===== src/hdl/etl_pkg.sv =====
// Shared types and constants for the expression token lexer.
// No dependencies; every other file of the block refers to it by scoped names.
`timescale 1ns / 1ps

package etl_pkg;

  // Text offsets count modulo the longest text; start_pos shows the low 16 bits.
  localparam int MAX_TEXT_LEN = 65536;
  localparam int POS_W        = (MAX_TEXT_LEN > 1) ? $clog2(MAX_TEXT_LEN) : 1;
  localparam int START_W      = 16;
  localparam int LEN_W        = 16;
  localparam int VALUE_W      = 31;
  localparam int OP_W         = 4;

  localparam logic [VALUE_W-1:0] VALUE_MAX = {VALUE_W{1'b1}};
  localparam logic [LEN_W-1:0]   LEN_MAX   = {LEN_W{1'b1}};

  // Token queue between the lexer core and the output channel.
  localparam int QUEUE_DEPTH = 4;
  localparam int QPTR_W      = $clog2(QUEUE_DEPTH);
  localparam int QCNT_W      = $clog2(QUEUE_DEPTH + 1);

  // Token kinds.
  typedef enum logic [1:0] {
    KIND_OP  = 2'd0,
    KIND_NUM = 2'd1,
    KIND_END = 2'd2,
    KIND_ERR = 2'd3
  } kind_t;

  // Operator codes.
  localparam logic [OP_W-1:0] OP_ADD = 4'd0;
  localparam logic [OP_W-1:0] OP_SUB = 4'd1;
  localparam logic [OP_W-1:0] OP_MUL = 4'd2;
  localparam logic [OP_W-1:0] OP_DIV = 4'd3;
  localparam logic [OP_W-1:0] OP_LP  = 4'd4;
  localparam logic [OP_W-1:0] OP_RP  = 4'd5;
  localparam logic [OP_W-1:0] OP_LT  = 4'd6;
  localparam logic [OP_W-1:0] OP_GT  = 4'd7;
  localparam logic [OP_W-1:0] OP_EQ  = 4'd8;
  localparam logic [OP_W-1:0] OP_NE  = 4'd9;
  localparam logic [OP_W-1:0] OP_LE  = 4'd10;
  localparam logic [OP_W-1:0] OP_GE  = 4'd11;
  localparam logic [OP_W-1:0] OP_NONE = 4'd0;

  // Character codes.
  localparam logic [7:0] CH_NUL   = 8'h00;
  localparam logic [7:0] CH_TAB   = 8'h09;
  localparam logic [7:0] CH_CR    = 8'h0D;
  localparam logic [7:0] CH_SPACE = 8'h20;
  localparam logic [7:0] CH_BANG  = 8'h21;
  localparam logic [7:0] CH_LP    = 8'h28;
  localparam logic [7:0] CH_RP    = 8'h29;
  localparam logic [7:0] CH_STAR  = 8'h2A;
  localparam logic [7:0] CH_PLUS  = 8'h2B;
  localparam logic [7:0] CH_MINUS = 8'h2D;
  localparam logic [7:0] CH_SLASH = 8'h2F;
  localparam logic [7:0] CH_ZERO  = 8'h30;
  localparam logic [7:0] CH_NINE  = 8'h39;
  localparam logic [7:0] CH_LT    = 8'h3C;
  localparam logic [7:0] CH_EQ    = 8'h3D;
  localparam logic [7:0] CH_GT    = 8'h3E;

  // One result word.
  typedef struct packed {
    kind_t               kind;
    logic [OP_W-1:0]     op;
    logic [VALUE_W-1:0]  value;
    logic [START_W-1:0]  start;
    logic [LEN_W-1:0]    length;
    logic                ovf;
    logic                last;
  } token_t;

endpackage


===== src/hdl/etl_if.sv =====
// Valid/ready channel interfaces for text bytes and tokens.
// Depends on etl_pkg for field widths.
`timescale 1ns / 1ps

interface etl_byte_if;
  logic       valid;
  logic       ready;
  logic [7:0] text_byte;

  modport source (output valid, output text_byte, input ready);
  modport sink   (input valid, input text_byte, output ready);
endinterface

interface etl_token_if;
  logic                        valid;
  logic                        ready;
  logic [1:0]                  token_kind;
  logic [etl_pkg::OP_W-1:0]    operator_code;
  logic [etl_pkg::VALUE_W-1:0] number_value;
  logic [etl_pkg::START_W-1:0] start_pos;
  logic [etl_pkg::LEN_W-1:0]   token_length;
  logic                        overflowed;
  logic                        last_of_run;

  modport source (output valid, output token_kind, output operator_code,
                  output number_value, output start_pos, output token_length,
                  output overflowed, output last_of_run, input ready);
  modport sink   (input valid, input token_kind, input operator_code,
                  input number_value, input start_pos, input token_length,
                  input overflowed, input last_of_run, output ready);
endinterface


===== src/hdl/etl_queue.sv =====
// Small token queue that takes up to two words per cycle and gives one.
// Depends on etl_pkg for the token type and depth.
`timescale 1ns / 1ps

module etl_queue (
  input  logic            clk,
  input  logic            rst,
  input  logic [1:0]      push_count,
  input  etl_pkg::token_t push_word [2],
  output logic            room,
  output logic            head_valid,
  output etl_pkg::token_t head_word,
  input  logic            pop
);

  etl_pkg::token_t                 store [etl_pkg::QUEUE_DEPTH];
  logic [etl_pkg::QPTR_W-1:0]      wr_ptr;
  logic [etl_pkg::QPTR_W-1:0]      rd_ptr;
  logic [etl_pkg::QCNT_W-1:0]      count;
  logic [etl_pkg::QPTR_W-1:0]      wr_ptr_plus1;
  logic                            do_pop;

  assign do_pop       = pop && (count != '0);
  assign wr_ptr_plus1 = wr_ptr + 1'b1;
  assign head_valid   = (count != '0);
  assign head_word    = store[rd_ptr];
  // Room for a worst-case pair of words, judged on the registered fill level.
  assign room = (count <= etl_pkg::QCNT_W'(etl_pkg::QUEUE_DEPTH - 2));

  // Pointers and fill level.
  always_ff @(posedge clk) begin
    if (rst) begin
      wr_ptr <= '0;
      rd_ptr <= '0;
      count  <= '0;
    end else begin
      wr_ptr <= wr_ptr + etl_pkg::QPTR_W'(push_count);
      if (do_pop) begin
        rd_ptr <= rd_ptr + 1'b1;
      end
      count <= count + etl_pkg::QCNT_W'(push_count) - etl_pkg::QCNT_W'(do_pop);
    end
  end

  // Word storage; no reset needed for payload.
  always_ff @(posedge clk) begin
    if (push_count != 2'd0) begin
      store[wr_ptr] <= push_word[0];
    end
    if (push_count == 2'd2) begin
      store[wr_ptr_plus1] <= push_word[1];
    end
  end

endmodule


===== src/hdl/etl_core.sv =====
// Lexer core: input register, scanning state and token generation.
// Depends on etl_pkg and etl_if; feeds etl_queue through push_count/push_word.
`timescale 1ns / 1ps

module etl_core (
  input  logic            clk,
  input  logic            rst,
  etl_byte_if.sink        bytes,
  input  logic            room,
  output logic [1:0]      push_count,
  output etl_pkg::token_t push_word [2]
);

  typedef enum logic [2:0] {
    PEND_NONE,
    PEND_LT,
    PEND_GT,
    PEND_EQ,
    PEND_NOT
  } pend_t;

  // Input register.
  logic       hold_valid;
  logic [7:0] hold_byte;
  logic       go;

  // Scanning state.
  pend_t                        pend,       pend_next;
  logic                         num_active, num_active_next;
  logic [etl_pkg::VALUE_W-1:0]  num_acc,    num_acc_next;
  logic [etl_pkg::START_W-1:0]  num_start,  num_start_next;
  logic [etl_pkg::LEN_W-1:0]    num_len,    num_len_next;
  logic                         num_ovf,    num_ovf_next;
  logic [etl_pkg::POS_W-1:0]    position,   position_next;
  logic                         halt,       halt_next;

  // Per-byte working values.
  logic [etl_pkg::POS_W-1:0]    pos_inc;
  logic [etl_pkg::POS_W-1:0]    pos_prev;
  logic [etl_pkg::START_W-1:0]  start_here;
  logic [etl_pkg::START_W-1:0]  start_prev;
  logic                         is_digit;
  logic                         is_space;
  logic                         is_single;
  logic [etl_pkg::OP_W-1:0]     single_code;
  logic [etl_pkg::VALUE_W+3:0]  acc_times10;
  etl_pkg::token_t              tok [2];
  logic [1:0]                   n;

  function automatic etl_pkg::token_t make_tok(
    input etl_pkg::kind_t              kind,
    input logic [etl_pkg::OP_W-1:0]    op,
    input logic [etl_pkg::VALUE_W-1:0] value,
    input logic [etl_pkg::START_W-1:0] start,
    input logic [etl_pkg::LEN_W-1:0]   length,
    input logic                        ovf
  );
    etl_pkg::token_t t;
    t.kind   = kind;
    t.op     = op;
    t.value  = value;
    t.start  = start;
    t.length = length;
    t.ovf    = ovf;
    t.last   = 1'b0;
    return t;
  endfunction

  assign go          = hold_valid && room;
  assign bytes.ready = !hold_valid || go;

  // Position arithmetic modulo the text length.
  assign pos_inc  = (position == etl_pkg::POS_W'(etl_pkg::MAX_TEXT_LEN - 1)) ?
                    '0 : position + 1'b1;
  assign pos_prev = (position == '0) ?
                    etl_pkg::POS_W'(etl_pkg::MAX_TEXT_LEN - 1) : position - 1'b1;
  assign start_here = etl_pkg::START_W'(position);
  assign start_prev = etl_pkg::START_W'(pos_prev);

  // Character classes.
  assign is_digit = (hold_byte >= etl_pkg::CH_ZERO) && (hold_byte <= etl_pkg::CH_NINE);
  assign is_space = (hold_byte == etl_pkg::CH_SPACE) ||
                    ((hold_byte >= etl_pkg::CH_TAB) && (hold_byte <= etl_pkg::CH_CR));

  always_comb begin
    is_single   = 1'b1;
    single_code = etl_pkg::OP_NONE;
    case (hold_byte)
      etl_pkg::CH_PLUS:  single_code = etl_pkg::OP_ADD;
      etl_pkg::CH_MINUS: single_code = etl_pkg::OP_SUB;
      etl_pkg::CH_STAR:  single_code = etl_pkg::OP_MUL;
      etl_pkg::CH_SLASH: single_code = etl_pkg::OP_DIV;
      etl_pkg::CH_LP:    single_code = etl_pkg::OP_LP;
      etl_pkg::CH_RP:    single_code = etl_pkg::OP_RP;
      default:           is_single   = 1'b0;
    endcase
  end

  // Accumulator times ten plus the new digit, as shifts and two adds.
  assign acc_times10 = ({4'b0, num_acc} << 3) + ({4'b0, num_acc} << 1) +
                       (etl_pkg::VALUE_W + 4)'(hold_byte[3:0]);

  // Next state and up to two tokens for the held byte.
  always_comb begin
    logic scan_on;
    pend_next       = pend;
    num_active_next = num_active;
    num_acc_next    = num_acc;
    num_start_next  = num_start;
    num_len_next    = num_len;
    num_ovf_next    = num_ovf;
    position_next   = position;
    halt_next       = halt;
    tok[0]          = '0;
    tok[1]          = '0;
    n               = 2'd0;
    scan_on         = 1'b1;

    if (halt) begin
      // Ignore text until the terminating zero byte.
      scan_on = 1'b0;
      if (hold_byte == etl_pkg::CH_NUL) begin
        halt_next     = 1'b0;
        position_next = '0;
      end
    end else if (pend != PEND_NONE) begin
      pend_next = PEND_NONE;
      if (hold_byte == etl_pkg::CH_EQ) begin
        unique case (pend)
          PEND_EQ:  tok[0] = make_tok(etl_pkg::KIND_OP, etl_pkg::OP_EQ, '0,
                                      start_prev, 16'd2, 1'b0);
          PEND_NOT: tok[0] = make_tok(etl_pkg::KIND_OP, etl_pkg::OP_NE, '0,
                                      start_prev, 16'd2, 1'b0);
          PEND_LT:  tok[0] = make_tok(etl_pkg::KIND_OP, etl_pkg::OP_LE, '0,
                                      start_prev, 16'd2, 1'b0);
          default:  tok[0] = make_tok(etl_pkg::KIND_OP, etl_pkg::OP_GE, '0,
                                      start_prev, 16'd2, 1'b0);
        endcase
        n             = 2'd1;
        position_next = pos_inc;
        scan_on       = 1'b0;
      end else if (pend == PEND_LT || pend == PEND_GT) begin
        tok[0] = make_tok(etl_pkg::KIND_OP,
                          (pend == PEND_LT) ? etl_pkg::OP_LT : etl_pkg::OP_GT,
                          '0, start_prev, 16'd1, 1'b0);
        n = 2'd1;
      end else begin
        // A lone = or ! is an error; the current byte is swallowed.
        tok[0]  = make_tok(etl_pkg::KIND_ERR, etl_pkg::OP_NONE, '0,
                           start_prev, '0, 1'b0);
        n       = 2'd1;
        scan_on = 1'b0;
        if (hold_byte == etl_pkg::CH_NUL) begin
          position_next = '0;
        end else begin
          halt_next     = 1'b1;
          position_next = pos_inc;
        end
      end
    end

    if (scan_on && num_active && is_digit) begin
      // Extend the number being read.
      scan_on = 1'b0;
      if (!num_ovf) begin
        if (acc_times10 > (etl_pkg::VALUE_W + 4)'(etl_pkg::VALUE_MAX)) begin
          num_acc_next = etl_pkg::VALUE_MAX;
          num_ovf_next = 1'b1;
        end else begin
          num_acc_next = acc_times10[etl_pkg::VALUE_W-1:0];
        end
      end
      if (num_len != etl_pkg::LEN_MAX) begin
        num_len_next = num_len + 1'b1;
      end
      position_next = pos_inc;
    end else if (scan_on && num_active) begin
      // Any other byte closes the number.
      tok[n[0]] = make_tok(etl_pkg::KIND_NUM, etl_pkg::OP_NONE, num_acc,
                           num_start, num_len, num_ovf);
      n               = n + 2'd1;
      num_active_next = 1'b0;
      num_acc_next    = '0;
      num_len_next    = '0;
      num_ovf_next    = 1'b0;
    end

    if (scan_on) begin
      if (hold_byte == etl_pkg::CH_NUL) begin
        tok[n[0]] = make_tok(etl_pkg::KIND_END, etl_pkg::OP_NONE, '0,
                             start_here, '0, 1'b0);
        n               = n + 2'd1;
        num_active_next = 1'b0;
        num_acc_next    = '0;
        num_start_next  = '0;
        num_len_next    = '0;
        num_ovf_next    = 1'b0;
        position_next   = '0;
      end else if (is_space) begin
        position_next = pos_inc;
      end else if (hold_byte == etl_pkg::CH_LT) begin
        pend_next     = PEND_LT;
        position_next = pos_inc;
      end else if (hold_byte == etl_pkg::CH_GT) begin
        pend_next     = PEND_GT;
        position_next = pos_inc;
      end else if (hold_byte == etl_pkg::CH_EQ) begin
        pend_next     = PEND_EQ;
        position_next = pos_inc;
      end else if (hold_byte == etl_pkg::CH_BANG) begin
        pend_next     = PEND_NOT;
        position_next = pos_inc;
      end else if (is_single) begin
        tok[n[0]] = make_tok(etl_pkg::KIND_OP, single_code, '0,
                             start_here, 16'd1, 1'b0);
        n             = n + 2'd1;
        position_next = pos_inc;
      end else if (is_digit) begin
        num_active_next = 1'b1;
        num_acc_next    = etl_pkg::VALUE_W'(hold_byte[3:0]);
        num_start_next  = start_here;
        num_len_next    = 16'd1;
        num_ovf_next    = 1'b0;
        position_next   = pos_inc;
      end else begin
        tok[n[0]] = make_tok(etl_pkg::KIND_ERR, etl_pkg::OP_NONE, '0,
                             start_here, '0, 1'b0);
        n             = n + 2'd1;
        halt_next     = 1'b1;
        position_next = pos_inc;
      end
    end

    // Mark the final token of this byte.
    if (n == 2'd1) begin
      tok[0].last = 1'b1;
    end else if (n == 2'd2) begin
      tok[1].last = 1'b1;
    end
  end

  assign push_count  = go ? n : 2'd0;
  assign push_word[0] = tok[0];
  assign push_word[1] = tok[1];

  // Input register and scanning state.
  always_ff @(posedge clk) begin
    if (rst) begin
      hold_valid <= 1'b0;
      pend       <= PEND_NONE;
      num_active <= 1'b0;
      num_acc    <= '0;
      num_start  <= '0;
      num_len    <= '0;
      num_ovf    <= 1'b0;
      position   <= '0;
      halt       <= 1'b0;
    end else begin
      if (bytes.ready) begin
        hold_valid <= bytes.valid;
      end
      if (go) begin
        pend       <= pend_next;
        num_active <= num_active_next;
        num_acc    <= num_acc_next;
        num_start  <= num_start_next;
        num_len    <= num_len_next;
        num_ovf    <= num_ovf_next;
        position   <= position_next;
        halt       <= halt_next;
      end
    end
  end

  // Held byte payload.
  always_ff @(posedge clk) begin
    if (bytes.ready && bytes.valid) begin
      hold_byte <= bytes.text_byte;
    end
  end

endmodule


===== src/hdl/expression_token_lexer_top.sv =====
// Expression token lexer: top level joining the lexer core and the token queue.
// Depends on etl_pkg, etl_if, etl_core and etl_queue.
//
// Usage:
//   Program text enters on the bytes channel, one character per word; a zero
//   byte ends a text. Tokens leave on the tokens channel: operators, numbers
//   (saturated value, start offset, length), an end token per text without
//   an error, and an error token after which the rest of that text is dropped.
//   last_of_run marks the final token caused by one input byte.
//   Throughput: one byte per cycle while the token queue has room. A byte
//   that yields two tokens leaves one extra word in the four-entry token
//   queue; intake pauses while the queue holds three or more words.
//   Token path: a byte is caught in the input register, then its tokens
//   are written into the queue and offered from its head; the core scans
//   each held byte in a single pass.
//   Reset (synchronous, active high) empties the queue and returns the lexer
//   to the start of a text at offset zero.
//   When the receiver stalls, tokens wait in the queue and bytes keep being
//   taken until it can no longer hold a worst-case pair of tokens.
`timescale 1ns / 1ps

module expression_token_lexer_top (
  input  logic        clk,
  input  logic        rst,
  etl_byte_if.sink    bytes,
  etl_token_if.source tokens
);

  logic            room;
  logic [1:0]      push_count;
  etl_pkg::token_t push_word [2];
  logic            head_valid;
  etl_pkg::token_t head_word;

  etl_core u_core (
    .clk        (clk),
    .rst        (rst),
    .bytes      (bytes),
    .room       (room),
    .push_count (push_count),
    .push_word  (push_word)
  );

  etl_queue u_queue (
    .clk        (clk),
    .rst        (rst),
    .push_count (push_count),
    .push_word  (push_word),
    .room       (room),
    .head_valid (head_valid),
    .head_word  (head_word),
    .pop        (tokens.ready)
  );

  // Present the queue head on the token channel.
  assign tokens.valid         = head_valid;
  assign tokens.token_kind    = head_word.kind;
  assign tokens.operator_code = head_word.op;
  assign tokens.number_value  = head_word.value;
  assign tokens.start_pos     = head_word.start;
  assign tokens.token_length  = head_word.length;
  assign tokens.overflowed    = head_word.ovf;
  assign tokens.last_of_run   = head_word.last;

endmodule


===== src/flat_wrapper.sv =====
// flat-port wrapper written by rule: the top's interface ports become plain ports
module expression_token_lexer_top_flat 
  (clk, rst, bytes_valid, bytes_text_byte, bytes_ready, tokens_valid, tokens_token_kind, tokens_operator_code, tokens_number_value, tokens_start_pos, tokens_token_length, tokens_overflowed, tokens_last_of_run, tokens_ready);
  etl_byte_if bytes_i ();
  etl_token_if tokens_i ();
  input  logic clk;
  input  logic rst;
  input wire logic [$bits(bytes_i.valid)-1:0] bytes_valid;
  input wire logic [$bits(bytes_i.text_byte)-1:0] bytes_text_byte;
  output wire logic [$bits(bytes_i.ready)-1:0] bytes_ready;
  output wire logic [$bits(tokens_i.valid)-1:0] tokens_valid;
  output wire logic [$bits(tokens_i.token_kind)-1:0] tokens_token_kind;
  output wire logic [$bits(tokens_i.operator_code)-1:0] tokens_operator_code;
  output wire logic [$bits(tokens_i.number_value)-1:0] tokens_number_value;
  output wire logic [$bits(tokens_i.start_pos)-1:0] tokens_start_pos;
  output wire logic [$bits(tokens_i.token_length)-1:0] tokens_token_length;
  output wire logic [$bits(tokens_i.overflowed)-1:0] tokens_overflowed;
  output wire logic [$bits(tokens_i.last_of_run)-1:0] tokens_last_of_run;
  input wire logic [$bits(tokens_i.ready)-1:0] tokens_ready;
  assign bytes_i.valid = bytes_valid;
  assign bytes_i.text_byte = bytes_text_byte;
  assign bytes_ready = bytes_i.ready;
  assign tokens_valid = tokens_i.valid;
  assign tokens_token_kind = tokens_i.token_kind;
  assign tokens_operator_code = tokens_i.operator_code;
  assign tokens_number_value = tokens_i.number_value;
  assign tokens_start_pos = tokens_i.start_pos;
  assign tokens_token_length = tokens_i.token_length;
  assign tokens_overflowed = tokens_i.overflowed;
  assign tokens_last_of_run = tokens_i.last_of_run;
  assign tokens_i.ready = tokens_ready;
  expression_token_lexer_top u_core (.clk(clk), .rst(rst), .bytes(bytes_i), .tokens(tokens_i));
endmodule

===== config.mk =====
export PLATFORM = sky130hd
export DESIGN_NAME = expression_token_lexer_top_flat
export DESIGN_NICKNAME = d
export VERILOG_FILES = /design/src/hdl/etl_pkg.sv /design/src/hdl/etl_if.sv /design/src/hdl/etl_queue.sv /design/src/hdl/etl_core.sv /design/src/hdl/expression_token_lexer_top.sv /design/src/flat_wrapper.sv
export SDC_FILE = /design/constraint.sdc
export NUM_CORES = 1
export LEC_CHECK = 0
export ABC_AREA = 1
export BUFFER_PORTS_ARGS = -buffer_cell sky130_fd_sc_hd__clkbuf_2
export CORE_AREA = 5 5 318 320
export DETAILED_ROUTE_END_ITERATION = 10
export DIE_AREA = 0 0 323 325
export GPL_TIMING_DRIVEN = 0
export MAX_ROUTING_LAYER = met4
export SYNTH_ARGS = -nofsm -noshare
export SYNTH_HDL_FRONTEND = slang
export SYNTH_SLANG_ARGS = --single-unit

===== constraint.sdc =====
create_clock -name clk -period 13.4 [get_ports clk]
set_input_delay 2.01 -clock clk [delete_from_list [all_inputs] [get_ports clk]]
set_output_delay 2.01 -clock clk [all_outputs]
set_load 0.02 [all_outputs]

# [Yosys cells after proc, flatten, opt, wreduce, memory -nomap -nowiden]
# Memories as Yosys holds them, arrays and structs flattened. A register that Yosys moved wholly into a read port is not among the register bits.
# Cells that the tools add are included.
[totals] latch_bits=0 mem_bits_ro=0 ff_bits=101 output_inout_bits=73 mem_count=1 inputBits=12 word_cells=234 ramBits=284
[classes] n_bitwise=2 add_sub_neg=12 n_lt_le_gt_ge=10 mul=0 eq_ne=28 n_reduce_logical=23 n_mux=145 div_mod_pow=0 n_shift=0
[mem_list] memory="u_core.u_queue.store" words=4 width=71 rd=1 rd_clocked_by_memory_dff=1 write_ports=2 line="etl_queue.sv:16" text="etl_pkg::token_t store [etl_pkg::QUEUE_DEPTH];"
[ops] operator="142-bit 2-to-1 mux" count=11
[ops] operator="142-bit bitwise mux" count=4
[ops] operator="16-bit 2-to-1 mux" count=30
[ops] operator="71-bit 2-to-1 mux" count=6
[ops] operator="31-bit 2-to-1 mux" count=13
[ops] operator="67-bit one-hot mux with 3 select lines" count=1
[ops] operator="71-bit demux with 1-bit select" count=2
[ops] operator="8-bit by 6-bit == test with 1-bit output (second input constant)" count=11
[ops] operator="1-bit 2-to-1 mux" count=54
[ops] operator="34-bit by 32-bit adder with 35-bit output" count=1
[ops] operator="35-bit by 4-bit adder with 35-bit output" count=1
[ops] operator="35-bit by 31-bit > comparator with 1-bit output (second input constant)" count=1
[ops] operator="16-bit by 1-bit adder with 16-bit output (second input constant)" count=2
[ops] operator="2-bit 2-to-1 mux" count=14
[ops] operator="3-bit 2-to-1 mux" count=9
[ops] operator="16-bit == test (second input constant)" count=1
[ops] operator="16-bit logical NOT" count=1
[ops] operator="16-bit inequality test (second input constant)" count=1
[ops] operator="16-bit by 1-bit subtractor with 16-bit output (second input constant)" count=1
[ops] operator="3-bit one-hot mux with 5 select lines" count=1
[ops] operator="1-bit logical AND" count=9
[ops] operator="9-bit AND reduction" count=1
[ops] operator="2-bit by 1-bit adder with 2-bit output (second input constant)" count=4
[ops] operator="8-bit by 4-bit greater-or-equal comparator with 1-bit output (second input constant)" count=1
[ops] operator="other kinds (27)" count=40

# [Logic depth before layout (Yosys ltp)]
[logic_depth] depth_word=26 mapped_depth=28 ltp_nobuf=27

# [By module]
# Synthesis repeated with hierarchy kept, for this count alone.
[hier_totals] hier_cells=3164 area_unflattened_um2=24165.7
[modules_own_cells] mod="etl_queue" cells_each=1461 area_each_um2=14126.0 n_inst=1 seq_area_each_um2=8708.4
[modules_own_cells] mod="etl_core" cells_each=1703 area_each_um2=10039.6 n_inst=1 seq_area_each_um2=1961.9

# [Worst setup path before layout]
# No wires, ideal clock.
[synth_timing] path_kind="register to register" start="register u_core.u_core.hold_byte[1]" end="memory u_core.u_queue.store[1][0] (netlist name) (enable)" path_slack_ns=8.256 synth_period_minus_slack_ns=5.144 path_stages_with_launch=24 n_path_buf=2 t_arrival_ns=4.713 setup_ns=0.431 required_time_ns=12.969 cell_sequence="edfxtp_1 -> inv_2 -> nand2_1 -> nor2_1 -> nand2_2 -> nand2_2 -> nand2_4 -> nand2_1 -> nor2_1 -> buf_2 -> ha_1 -> nand2_1 -> nand2_2 -> ha_1 -> nand2_1 -> nand4_1 -> nand2_1 -> nand2_1 -> nand2_2 -> nand3_4 -> nor2_8 -> inv_2 -> buf_2 -> nand2_1"
[synth_lines] element="from (decl)" line="etl_core.sv:24" text="logic [7:0] hold_byte;"
[synth_lines] element="from (signal assigned)" line="etl_core.sv:278" text="hold_byte <= bytes.text_byte;"
[synth_lines] element="to (decl)" line="etl_queue.sv:16"

==> results.txt <==
----------------------------------------------------
[Placed design]
  Dpl ws ... 8310 ps
  PortBufs ... 84
  Placed cell count ... 4721
  Final HPWL from detailed placement ... 62.15 mm
  Final weighted congestion of routability-driven global placement ... 0.9325

[Logic synthesis]
  Synthesized flop and latch total ... 387
  Synth cell types ... 51
  Netlist Area Pre-Place ... 24330 sq um
  Avg Inst Size Synth ... 7.272 sq um
  Net Count, Synth ... 3433
  Instance count of the mapped netlist ... 3346
  Portion of the post-synthesis area used by sequential elements ... 0.4385
  Number of warnings printed during yosys synthesis ... 0

[Timing]
  Shortest period the worst path allows ... 5654 ps
  Maximum achievable frequency ... 0.1769 GHz
  Worst slew pin tran ... 1101 ps
  Setup ws final ... 7746 ps
  Count of final hold-check violations ... 0
  Setup Viol. Count Final ... 0
  Relative slew slack ... 0.2584
  Setup repair after global routing missed its margin ... no
  Crit share post-route ... 0.4220
  Clock skew after layout ... 20.91 ps
  Total negative slack for setup checks ... 0 ps
  Max-slew violations ... 0

[Clocking]
  Postcts setup bufs ... 0
  Post-CTS clock slew at the launch and capture registers of the worst setup and hold paths ... 60 ps
  Number of gates resized after cts ... 0
  CTS Hold Bufs ... 0
  Clock tree from TritonCTS ... done
  CTS sink count ... 387
  Number of CTS-inserted buffers ... 40
  Root buffer cell ... sky130_fd_sc_hd__clkbuf_16
  # H-tree levels ... 2
  Clock latency reported for the late side of the worst-skew pair ... 590 ps
  Max Root-Sink Buffers ... 3

[Critical path]
  CP max FO ... 10
  Capturing element type of the critical path ... output pin
  Worst setup path class ... reg2out
  Origin of the critical flop-to-flop path ... u_core.u_core.hold_byte[1]$_DFFE_PP_
  Crit path DAT ... 3640 ps
  FF-to-FF End ... u_core.u_queue.store[1][22]$_DFFE_PP_
  Worst path cell trace ... clkbuf_1 > inv_1 > clkbuf_1 > clkbuf_1 > nor2_1 > o22ai_1 > clkbuf_2
  Library cell appearing most often on the critical path ... sky130_fd_sc_hd__clkbuf_1
  Delay of the slowest cell on the worst path ... 610 ps
  Critical path startpoint category ... register
  Cell with the largest stage delay on the worst path ... sky130_fd_sc_hd__clkbuf_1
  Register-to-register setup slack ... 8200 ps
  Length in cells of the worst reg-to-reg path ... 24
  Required time at the endpoint of the critical path ... 11390 ps

[Global routing]
  Wire length of the first global-routing pass ... 129.6 mm
  Largest net degree at the start of global routing ... 55
  Overflow left after global routing ... 0
  Initial antenna violation count ... 2
  Number of global-route vias before repair ... 21680
  Global-route usage over all layers ... 0.1609

[Floorplan]
  Initial cell density of the core ... 0.2487
  Die area ... 105000 sq um
  I/O pin cnt ... 85
  Std-Cell Core Area ... 97840 sq um
  Vertical die dimension ... 325 um
  Number of rows created at floorplan ... 115
  Die extent in x ... 323 um

[Pwr]
  Part of the power in registers ... 0.404
  Net switching power ... 1174 uW
  Largest voltage drop on the vdd net ... 0.1009 mV
  Design internal power ... 2218 uW
  Clock share of power ... 0.342
  Total Power Consumption ... 3392 uW
  Sw Ratio ... 0.3461
  Cell area power density ... 121.9 nW/um^2
  Leakage ... 0.01160 uW
  Gate power share ... 0.254

[Hold path]
  End point of the most critical hold path ... u_core.u_core.num_start[0]$_SDFFE_PP0P_
  HP Start ... u_core.u_core.num_start[0]$_SDFFE_PP0P_
  Min-Delay Path Depth ... 2
  Min-Delay Path Class ... reg2reg

[Finish]
  Final Instance Count excl. Fillers ... 4796
  Core occupancy in the finished layout ... 0.2844
  Multi-input logic area ... 11800 sq um
  Fraction of layout cells with a size suffix above 1 ... 0.07355
  FF/Latch Area ... 10670 sq um
  Number of nets in the layout ... 3563
  Fill cell count ... 10610
  Area Growth Syn to Fin ... 14.35%

[Drt]
  DRC violation total after the first TritonRoute iteration ... 2275
  Post-route antenna net violation count ... 0
  Total wirelength of the detailed-routed design ... 85.29 mm
  Drc violations ... 0
  DR vias/cell ... 4.812
  1st-pass router iterations ... 6
  Wire length per cell ... 17.78 um
  Overall via count from detail_route ... 23080

[Flow run]
  Number of max-cap violations ... 0

[Status]
  Status ... complete, no violations

----------------------------------------------------
-- cells in the mapped netlist (all sizes together) --
master   count  area share
a22oi       11      0.0034
a21boi       1     0.00031
or2          2     0.00051
o22ai       85       0.022
o21ai      214       0.044
and3         1     0.00026
o21bai       6      0.0019
clkbuf     106       0.016
buf         72       0.022
clkinv       4     0.00062
xnor2       16      0.0058
a211oi       6      0.0019
nand4       49       0.013
nand2     1341        0.21
nor3        86       0.018
xor2        24      0.0086
fa           3      0.0025
nand3       86       0.018
nor3b        2     0.00062
inv        247       0.038
o21a         1     0.00031
nor2       331       0.055
o211ai       4      0.0018
a21o         1     0.00031
o2bb2ai      1     0.00036
ha          72       0.037
dfxtp       95       0.078
nand3b       7      0.0022
edfxtp     292        0.36
a21oi      164       0.034
a31oi        7      0.0018
nor4         1     0.00026
o31ai        4      0.0012
a221oi       1     0.00036
and2         3     0.00077
-- metrics by stage --
step	area (sq um)	hold slack [ps]
floorplan	24330	435.8
global placement	26360	453.3
detailed placement	26500	456.8
CTS	27820	465.8
global route	27820	485.9
finish	27820	465.1
-- kinds of logic (layout without fill, tap and decap cells) --
kind of cell / Yosys count / count (layout) / share of synthesized area
XOR/XNOR: 40 / 40 / 0.01440
AO/OA/AOI/OAI: 506 / 506 / 0.1135
flip-flops: 387 / 387 / 0.4385
buffers and inverters: 429 / 591 / 0.07775
AND/OR/NAND/NOR: 1909 / 1909 / 0.3164
other: 0 / 1 / 0
adder cells (fa/ha/maj): 75 / 75 / 0.03949
-- how the worst max path moves through the flow --
stage	start	end	cells after the start
6_report	register	tokens_token_kind[0]	7
5_1_grt	register	tokens_operator_code[2]	7
4_1_cts	register	tokens_token_length[0]	7
3_5_place_dp	u_core.u_core.hold_byte[1]$_DFFE_PP_	u_core.u_queue.store[1][21]$_DFFE_PP_	24
3_3_place_gp	u_core.u_core.hold_byte[2]$_DFFE_PP_	u_core.u_queue.store[0][24]$_DFFE_PP_	22
2_1_floorplan	u_core.u_core.hold_byte[1]$_DFFE_PP_	u_core.u_queue.store[1][0]$_DFFE_PP_	23
-- power by group through the flow --
stage / logic, uW / clock network (uW) / registers, uW
2_1_floorplan: 506 / 0 / 1390
3_3_place_gp: 855 / 0 / 1400
3_5_place_dp: 867 / 0 / 1400
4_1_cts: 871 / 1180 / 1370
5_1_grt: 935 / 1220 / 1380
6_report: 861 / 1160 / 1370
-- per-layer routing --
metal / global-route usage / wire length, um / up-vias
li1: - / - / 11260
met3: 0.01985 / 5593 / 166
met2: 0.2595 / 39710 / 870
met4: 0.05570 / 2918 / 0
met5: - / 0 / -
met1: 0.2093 / 37070 / 10780
-- cells in the final DEF (no fill, tap or decap), types with 41 or more instances in the layout --
master	Yosys	layout
sky130_fd_sc_hd__inv_1	231	231
sky130_fd_sc_hd__nand3_1	85	85
sky130_fd_sc_hd__a21oi_1	163	163
sky130_fd_sc_hd__dfxtp_1	95	95
sky130_fd_sc_hd__nor2_1	322	322
sky130_fd_sc_hd__ha_1	72	72
sky130_fd_sc_hd__nand2_1	1335	1331
sky130_fd_sc_hd__nand4_1	48	48
sky130_fd_sc_hd__nor3_1	86	86
sky130_fd_sc_hd__clkbuf_16	0	41
sky130_fd_sc_hd__o22ai_1	85	85
sky130_fd_sc_hd__clkbuf_1	106	119
sky130_fd_sc_hd__clkbuf_2	0	84
sky130_fd_sc_hd__edfxtp_1	292	292
sky130_fd_sc_hd__o21ai_0	209	209
-- registers in the layout (all words and copies together), names as in the netlist, 2 cells and up, named ones only --
name and cells:
u_core.u_core.num_acc 31, u_core.u_queue.wr_ptr 2, u_core.u_queue.rd_ptr 2, u_core.u_core.num_len 16, u_core.u_core.pend 3, u_core.u_queue.count 3, u_core.u_core.position 16, u_core.u_core.hold_byte 8
u_core.u_queue.store 284, u_core.u_core.num_start 16
-- worst max-delay path: cells and delay by family (launching register included) --
| kind | cells | cell delay (ps) |
|---|---|---|
| buffers and inverters | 5 | 2120 |
| AOI/OAI and AO/OA | 1 | 460 |
| DFF | 1 | 360 |
| and+or+nand+nor | 1 | 90 |
-- area by class of cell --
| cell class | instances | share of cell area |
|---|---|---|
| Antenna cell | 1 | 0.00008994 |
| Buffer | 178 | 0.03386 |
| Clock buffer | 59 | 0.04110 |
| Clock inverter | 15 | 0.006251 |
| Inverter | 251 | 0.03413 |
| Multi-Input combinational cell | 2530 | 0.4241 |
| Sequential cell | 387 | 0.3835 |
| Tap cell | 1287 | 0.05787 |
| Timing Repair Buffer | 88 | 0.01907 |
Note: power is estimated with default switching activity, not from simulation.
